<file path="src/hdl/hmsct_pkg.sv">
// package for the hours/minutes/seconds countdown alarm timer
// holds field widths, reset values, command and button codes
// no dependencies
package hmsct_pkg;

  // field widths
  localparam int TPS_W   = 16;
  localparam int HOUR_W  = 7;
  localparam int MIN_W   = 6;
  localparam int SEC_W   = 6;
  localparam int BTN_W   = 4;

  // packed stream widths, tdata in whole bytes
  localparam int IN_TDATA_W  = 8;
  localparam int IN_TUSER_W  = 1;
  localparam int OUT_TDATA_W = 24;

  // defaults and limits
  localparam int              HOURS_LIMIT_DEF = 100;
  localparam logic [TPS_W-1:0] TPS_RESET      = 16'd15;
  localparam logic [SEC_W-1:0] SEC_MAX        = 6'd59;
  localparam logic [MIN_W-1:0] MIN_MAX        = 6'd59;

  // request kind carried in tuser
  localparam logic CMD_TICK   = 1'b0;
  localparam logic CMD_BUTTON = 1'b1;

  // button bit positions, lowest set bit wins
  localparam int BTN_RUN  = 0;
  localparam int BTN_SEC  = 1;
  localparam int BTN_MIN  = 2;
  localparam int BTN_HOUR = 3;

endpackage

</file>
<file path="src/hdl/hms_countdown_alarm_timer_unit.sv">
// countdown timer in hours, minutes and seconds with a latched alarm
// a request passes through the input register and then the result register
// throughput: one request per cycle, limited only by the result channel's tready
// every request yields exactly one result showing the state after the update
// reset (rst_n low, synchronous): time 0:0:0, stopped, alarm off, prescaler 0,
// ticks_per_second back to 15, both pipeline stages empty
module hms_countdown_alarm_timer_unit #(
  parameter int HOURS_LIMIT = hmsct_pkg::HOURS_LIMIT_DEF
) (
  input  logic                               clk,
  input  logic                               rst_n,
  // configuration: ticks_per_second
  input  logic                               cfg_valid,
  output logic                               cfg_ready,
  input  logic [hmsct_pkg::TPS_W-1:0]        cfg_data,
  // input stream
  input  logic                               in_tvalid,
  output logic                               in_tready,
  input  logic [hmsct_pkg::IN_TDATA_W-1:0]   in_tdata,   // [3:0] buttons, [7:4] zero
  input  logic [hmsct_pkg::IN_TUSER_W-1:0]   in_tuser,   // [0] cmd
  // result stream
  output logic                               out_tvalid,
  input  logic                               out_tready,
  output logic [hmsct_pkg::OUT_TDATA_W-1:0]  out_tdata   // [6:0] hours, [12:7] minutes,
                                                         // [18:13] seconds, [19] running,
                                                         // [20] alarm, [23:21] zero
);
  import hmsct_pkg::*;

  // configuration register
  logic [TPS_W-1:0] tps_r;

  // input stage
  logic             s1_valid_r;
  logic             s1_cmd_r;
  logic [BTN_W-1:0] s1_btn_r;

  // timer state
  logic [TPS_W-1:0]  presc_r, presc_nxt;
  logic [HOUR_W-1:0] hour_r, hour_nxt;
  logic [MIN_W-1:0]  min_r, min_nxt;
  logic [SEC_W-1:0]  sec_r, sec_nxt;
  logic              run_r, run_nxt;
  logic              alarm_r, alarm_nxt;

  // result stage
  logic                   out_valid_r;
  logic [OUT_TDATA_W-1:0] out_data_r, out_data_nxt;

  // handshake and stage advance
  logic out_free;
  logic s1_adv;
  logic in_acc;

  // helper values
  logic [TPS_W:0]    presc_inc;
  logic [HOUR_W:0]   hour_inc;
  logic              time_zero;

  assign cfg_ready  = 1'b1;
  assign out_free   = !out_valid_r || out_tready;
  assign s1_adv     = s1_valid_r && out_free;
  assign in_tready  = !s1_valid_r || out_free;
  assign in_acc     = in_tvalid && in_tready;
  assign out_tvalid = out_valid_r;
  assign out_tdata  = out_data_r;

  assign presc_inc = {1'b0, presc_r} + {{TPS_W{1'b0}}, 1'b1};
  assign hour_inc  = {1'b0, hour_r} + {{HOUR_W{1'b0}}, 1'b1};
  assign time_zero = (hour_r == '0) && (min_r == '0) && (sec_r == '0);

  // state update for the request in the input stage
  always_comb begin
    presc_nxt = presc_r;
    hour_nxt  = hour_r;
    min_nxt   = min_r;
    sec_nxt   = sec_r;
    run_nxt   = run_r;
    alarm_nxt = alarm_r;
    if (s1_cmd_r == CMD_TICK) begin
      if (run_r) begin
        if (presc_inc >= {1'b0, tps_r}) begin
          // one second elapses: at zero stop and raise the alarm, else decrement with borrow
          presc_nxt = '0;
          if (time_zero) begin
            run_nxt   = 1'b0;
            alarm_nxt = 1'b1;
          end else if (sec_r != '0) begin
            sec_nxt = sec_r - 1'b1;
          end else if (min_r != '0) begin
            sec_nxt = SEC_MAX;
            min_nxt = min_r - 1'b1;
          end else begin
            sec_nxt  = SEC_MAX;
            min_nxt  = MIN_MAX;
            hour_nxt = hour_r - 1'b1;
          end
        end else begin
          presc_nxt = presc_inc[TPS_W-1:0];
        end
      end
    end else begin
      // button event, lowest set bit acts
      if (s1_btn_r[BTN_RUN]) begin
        run_nxt = !run_r;
      end else if (s1_btn_r[BTN_SEC]) begin
        sec_nxt = (sec_r >= SEC_MAX) ? '0 : sec_r + 1'b1;
      end else if (s1_btn_r[BTN_MIN]) begin
        min_nxt = (min_r >= MIN_MAX) ? '0 : min_r + 1'b1;
      end else if (s1_btn_r[BTN_HOUR]) begin
        hour_nxt = (hour_inc >= (HOUR_W+1)'(HOURS_LIMIT)) ? '0 : hour_inc[HOUR_W-1:0];
      end
    end
  end

  // result packing
  always_comb begin
    out_data_nxt = {3'b000, alarm_nxt, run_nxt, sec_nxt, min_nxt, hour_nxt};
  end

  // configuration register
  always_ff @(posedge clk) begin
    if (!rst_n) begin
      tps_r <= TPS_RESET;
    end else if (cfg_valid && cfg_ready) begin
      tps_r <= cfg_data;
    end
  end

  // input stage
  always_ff @(posedge clk) begin
    if (!rst_n) begin
      s1_valid_r <= 1'b0;
    end else if (in_tready) begin
      s1_valid_r <= in_tvalid;
    end
  end

  always_ff @(posedge clk) begin
    if (in_acc) begin
      s1_cmd_r <= in_tuser[0];
      s1_btn_r <= in_tdata[BTN_W-1:0];
    end
  end

  // timer state
  always_ff @(posedge clk) begin
    if (!rst_n) begin
      presc_r <= '0;
      hour_r  <= '0;
      min_r   <= '0;
      sec_r   <= '0;
      run_r   <= 1'b0;
      alarm_r <= 1'b0;
    end else if (s1_adv) begin
      presc_r <= presc_nxt;
      hour_r  <= hour_nxt;
      min_r   <= min_nxt;
      sec_r   <= sec_nxt;
      run_r   <= run_nxt;
      alarm_r <= alarm_nxt;
    end
  end

  // result stage
  always_ff @(posedge clk) begin
    if (!rst_n) begin
      out_valid_r <= 1'b0;
    end else if (out_free) begin
      out_valid_r <= s1_valid_r;
    end
  end

  always_ff @(posedge clk) begin
    if (s1_adv) begin
      out_data_r <= out_data_nxt;
    end
  end

  // alarm latches until reset
  a_alarm_latched: assert property (@(posedge clk) disable iff (!rst_n)
    ($past(rst_n) && $past(alarm_r)) |-> alarm_r)
    else $error("alarm cleared without reset");

  // expiry stops the count at zero
  a_expiry_stops: assert property (@(posedge clk) disable iff (!rst_n)
    $rose(alarm_r) |-> (!run_r && hour_r == '0 && min_r == '0 && sec_r == '0))
    else $error("alarm raised while running or with time left");

  // time fields stay in range
  a_time_range: assert property (@(posedge clk) disable iff (!rst_n)
    (sec_r <= SEC_MAX) && (min_r <= MIN_MAX) && ({1'b0, hour_r} < (HOUR_W+1)'(HOURS_LIMIT)))
    else $error("time field out of range");

  // state only moves when a request leaves the input stage
  a_state_hold: assert property (@(posedge clk) disable iff (!rst_n)
    ($past(rst_n) && !$past(s1_adv)) |-> ($stable(sec_r) && $stable(run_r) && $stable(presc_r)))
    else $error("timer state changed without a request");

endmodule
</file>
<file path="config.mk">
export PLATFORM = sky130hd
export DESIGN_NAME = hms_countdown_alarm_timer_unit
export DESIGN_NICKNAME = d
export VERILOG_FILES = /design/src/hdl/hmsct_pkg.sv /design/src/hdl/hms_countdown_alarm_timer_unit.sv
export SDC_FILE = /design/constraint.sdc
export NUM_CORES = 1
export LEC_CHECK = 0
export ABC_AREA = 1
export BUFFER_PORTS_ARGS = -buffer_cell sky130_fd_sc_hd__buf_4
export CORE_MARGIN = 2
export CORE_UTILIZATION = 40
export CTS_BUF_LIST = sky130_fd_sc_hd__clkbuf_4 sky130_fd_sc_hd__clkbuf_8
export DETAILED_ROUTE_END_ITERATION = 12
export PLACE_DENSITY = 0.57
export SETUP_SLACK_MARGIN = 0.2
export SLEW_MARGIN = 20
export SYNTH_ARGS = -nofsm -noshare
export SYNTH_HDL_FRONTEND = slang
export SYNTH_SLANG_ARGS = --single-unit
</file>
<file path="constraint.sdc">
create_clock -name clk -period 4.2 [get_ports clk]
set_input_delay 0.63 -clock clk [delete_from_list [all_inputs] [get_ports clk]]
set_output_delay 0.63 -clock clk [all_outputs]
set_load 0.02 [all_outputs]
</file>
* After elaboration in Yosys (flattened, before gate mapping)
Index checks and enable logic that the tools add are counted. Widths: inputs -> output; s select.
Cells by class: add/sub/neg operators 7, magnitude comparators 4, mux-type cells 39, bitwise logic cells 1, reduce and logical (&&, ||, !) cells 15
Operator list (count):
- $mux 6 | 18
- $mux 7 | 11
- $add 16x1->17 const B | 1
- $ge 17x16->1 | 1
- $mux 16 | 1
- $add 6x1->6 const B | 2
- $ge 6x6->1 const B | 2
- $logic_not 6->1 | 2
- $reduce_bool 6->1 | 2
- $sub 6x1->6 const B | 2
- $mux 1 | 9
- $add 7x1->8 const B | 1
- $ge 8x7->1 const B | 1
- $logic_not 7->1 | 1
- $sub 7x1->7 const B | 1
- $logic_and 1x1->1 | 4
- $logic_not 1->1 | 3
- $reduce_and 3->1 | 1
- $logic_or 1x1->1 | 2
- $not 1->1 | 1
Word-level totals: bits in registers 81, input bits 30, logic and storage cells 78

* Longest topological paths before layout
word-level depth 8, mapped depth 29, gate-level depth less buffers 29

* Worst setup path before layout
No wires, ideal clock.
path type flip-flop to flip-flop, from register presc_r[0], to register out_data_r[2] (netlist: out_tdata[2]) (data pin), data arrival time 2853 ps, required time 3949 ps, slack 1096 ps, cell stages (with the launch flop) 29, buffers on the path 1, cell sequence dfxtp_1 -> ha_1 -> nand2_1 -> inv_2 -> nand3b_4 -> nor3_4 -> inv_1 -> nor3_2 -> nand2_1 -> xor2_1 -> inv_1 -> ha_1 -> nand2_1 -> inv_2 -> nand2_1 -> nor2_1 -> a21oi_1 -> nand2_1 -> nand2_1 -> nand2_1 -> nand2_2 -> nand2_8 -> buf_8 -> nand2_2 -> nand2_1 -> nand2_1 -> nand3_2 -> nand2_2 -> inv_1
Between the ends: longest elaborated chain between the ends 5
Ends and longest elaborated chain:
- from (decl) | RTL line hms_countdown_alarm_timer_unit.sv:39 | logic [TPS_W-1:0] presc_r, presc_nxt;
- from (signal assigned) | RTL line hms_countdown_alarm_timer_unit.sv:156 | presc_r <= presc_nxt;
- $add 16x1->17 | RTL line hms_countdown_alarm_timer_unit.sv:68 | assign presc_inc = {1'b0, presc_r} + {{TPS_W{1'b0}}, 1'b1};
- $ge 17x16->1 | RTL line hms_countdown_alarm_timer_unit.sv:82 | if (presc_inc >= {1'b0, tps_r}) begin
- $mux 7 | RTL line hms_countdown_alarm_timer_unit.sv:82
- $mux 7 | RTL line hms_countdown_alarm_timer_unit.sv:81 | if (run_r) begin
- $mux 7 | RTL line hms_countdown_alarm_timer_unit.sv:80 | if (s1_cmd_r == CMD_TICK) begin
- named net hour_nxt[2] | RTL line hms_countdown_alarm_timer_unit.sv:40 | logic [HOUR_W-1:0] hour_r, hour_nxt;
- to (signal assigned) | RTL line hms_countdown_alarm_timer_unit.sv:176 | out_data_r <= out_data_nxt;
- to (decl) | RTL line hms_countdown_alarm_timer_unit.sv:48 | logic [OUT_TDATA_W-1:0] out_data_r, out_data_nxt;
The timed path passes the listed nets, and every way through them passes these cells. A chain may end at the register's enable or synchronous reset.

* Worst setup path after layout
from register presc_r[0], to register presc_r[0]
Between the ends: longest elaborated chain between the ends 3
Ends and longest elaborated chain (RTL line):
- $add 16x1->17 * | hms_countdown_alarm_timer_unit.sv:68
- $ge 17x16->1 | hms_countdown_alarm_timer_unit.sv:82
- $mux 16 * | hms_countdown_alarm_timer_unit.sv:82
Mark *: on every way between the ends. The rest lies on a longest branch, timed or not.

==> results.cfg <==
[drt]
drtPass1Iterations = 5
wl_um = 12200
viasPerCell = 4.94
drc = 0
vias = 4664
wire_per_inst_um = 12.9
ant_nets = 0
drtIter0Drc = 302

[power]
vdd_ir_drop_max_uv = 169
p_per_area_nw_per_um2 = 313
leakage_nw = 2.81

[timing]
worstMarginPinSlew_ns = 0.815
fmax_mhz = 281
fin_crit_sh = 0.847
relSlewSlack = 0.456
rsz0062_at_grt = false
setup_violations = 0
fin_crit_ns = 3.56
finalSetupTns_ns = 0
slew_violations = 0
hold_violations = 0
clock_skew_ns = 0.0157

[synthesis]
synthArstFlopShare = 0
synth-seq-cells = 81
synth_edf_count = 26
synth_warnings = 0
avgSynthCellArea_sq_um = 7.16
synthesis.area_sq_um = 5240
ys_seq_area_frac = 0.359
synth_ff_type = dfxtp_1
synthCells = 731
ys_types = 41

[cts]
cts_tree = done
htreeDepth = 3
cts-hold-fix-buffers = 0
path_clk_slew_ns = 0.08
cts_buffers = 9
cts_buffer_depth = 2
cts.sinks = 81
clk_latency_ns = 0.38
cts_root_buf = clkbuf_8

[floorplan]
dieArea_sq_um = 14000
initial_core_util = 0.412
fp.dieH_um = 118
core_area_sq_um = 12700
core.rowCount = 41
pin_count = 57
fp.dieW_um = 118

[critical_path]
worstPathArrival_ns = 3.83
cpMostUsedCell = nand2_1
worstSetupPathType = flop to flop
path_max_fanout = 27
cp.required_ns = 4.47
crit_family = simple AND/OR/NAND/NOR gates
critPathBufInv = 6
end_kind = flop
cp-start-kind = flop
cp_slowest_cell = dfxtp_2
cp_slowest_stage_delay_ns = 0.38

[placed_design]
placed_cells = 928
gp_congestion = 0.851
hpwl_um = 8790
port_buffers = 48

[flow_run]
drv_cap = 0

[global_route]
grt_max_degree = 29
gr-total-overflow = 0
antenna_found_initial = 0
grt_pass1_vias = 4512
grt_pass1_wl_um = 21000
grtUsageTotal = 0.183

[final_layout]
final_cells = 944
drive_above_1_share = 0.155
insertedDiodeCount = 0
synthToLayoutAreaGrowth_pct = 12.2
fin_nets = 820

[worst_hold_path]
hold_path_class = primary input to flop

[outcome]
status = finished, final reports clean
==> cells by family after synthesis <==
kind of cell | share of synthesized area
AOI/OAI and AO/OA | 0.115
xor gates and xnor gates | 0.0416
adders and majority gates | 0.0550
buffers and inverters | 0.116
DFF | 0.359
other | 0.00143
and+or+nand+nor | 0.311
==> Yosys cell counts (2+ instances only) <==
library cell | instances | area (sq um)
nand2_1 | 192 | 721
inv_1 | 101 | 379
a21oi_1 | 68 | 340
nand3_1 | 63 | 315
dfxtp_1 | 55 | 1100
nor2_1 | 30 | 113
o21ai_0 | 27 | 135
edfxtp_1 | 26 | 781
ha_1 | 23 | 288
xor2_1 | 18 | 158
nand4_1 | 14 | 87.6
inv_2 | 12 | 45.0
clkbuf_1 | 10 | 37.5
nand2_2 | 10 | 62.6
buf_4 | 8 | 60.1
nand3_2 | 7 | 70.1
buf_2 | 6 | 30.0
nor2_2 | 6 | 37.5
nor3_1 | 5 | 25.0
o211ai_1 | 5 | 37.5
o21ai_1 | 5 | 25.0
xnor2_1 | 5 | 43.8
buf_6 | 3 | 33.8
nor3_4 | 3 | 48.8
nor4_1 | 3 | 18.8
o22ai_1 | 3 | 18.8
a21oi_2 | 2 | 17.5
a31oi_1 | 2 | 12.5
buf_1 | 2 | 7.51
conb_1 | 2 | 7.51
nand3b_1 | 2 | 15.0
nor2_4 | 2 | 22.5
nor3_2 | 2 | 20.0
or2_2 | 2 | 12.5
==> report_power, final <==
| part | switching [mW] | leakage (nW) | internal [mW] |
|---|---|---|---|
| Clock | 0.288 | 0.108 | 0.311 |
| Sequential | 0.0318 | 0.702 | 0.852 |
| Combinational | 0.230 | 2.00 | 0.125 |
| Total | 0.549 | 2.81 | 1.29 |
==> layout make-up <==
| cell class | count | area, sq um |
|---|---|---|
| Inverter | 113 | 425 |
| Clock inverter | 3 | 41.3 |
| Fill cell | 1307 | 6850 |
| Timing Repair Buffer | 53 | 398 |
| Tap cell | 172 | 215 |
| Multi-Input combinational cell | 509 | 2750 |
| Clock buffer | 13 | 160 |
| Sequential cell | 81 | 1880 |
==> flip-flops by register name, summed over array words and instances, names as in the netlist, 4 cells and up <==
| name | flops |
|---|---|
| out_tdata | 21 |
| s1_btn_r | 4 |
| sec_r | 6 |
| tps_r | 16 |
| min_r | 6 |
| presc_r | 16 |
| hour_r | 7 |
==> per-layer routing <==
metal  track usage  part of all wire  vias up
met5             0                 0        -
met4        0.0618             0.021        0
met3        0.0492             0.040       20
met2         0.306              0.47       90
met1         0.228              0.47     2130
li1              -                 -     2424
==> cells in the final DEF, fill, tap and decap left out, drive strengths merged <==
master and instances:
dfxtp 55, xor2 19, nand2 203, nand3b 3
nand4 14, ha 23, nand3 70, nor3 10
edfxtp 26, o21ai 32, or2 2, nor4 4
clkinv 2, clkbuf 13, conb 4, xnor2 5
buf 53, nor2 38, o22ai 3, o41ai 1
inv 113, o211ai 5, a31oi 2, a21oi 70
bufinv 1, o21a 1
==> path summary, 6_finish.rpt <==
kind / from / endpoint / slack, ns / cells past startpoint
max reg2reg: presc_r[0] / presc_r[0] / 0.64 / 25
max: presc_r[0] / presc_r[0] / 0.64 / 25
min: in_tdata[2] / s1_btn_r[2] / 0.43 / 1
min reg2reg: alarm_r / alarm_r / 0.46 / 2
==> repair_timing <==
item | CTS | global route
resized for setup | 0 | 2
setup endpoints to repair | 0 | 16
buffers inserted | 0 | 0
==> stage by stage <==
step	hold slack [ns]	cell area [sq um]	utilization	setup slack [ns]	total power [mW]
after floorplan	0.435	5240	-	1.10	1.16
after global placement	0.446	5670	0.446	0.659	1.25
after detailed placement	0.451	5670	0.446	0.554	1.26
after CTS	0.409	5870	0.462	0.507	1.86
after global routing	0.405	5880	0.462	0.247	1.95
final	0.433	5880	0.462	0.641	1.84
No activity file was read; power rests on OpenSTA's default activity.
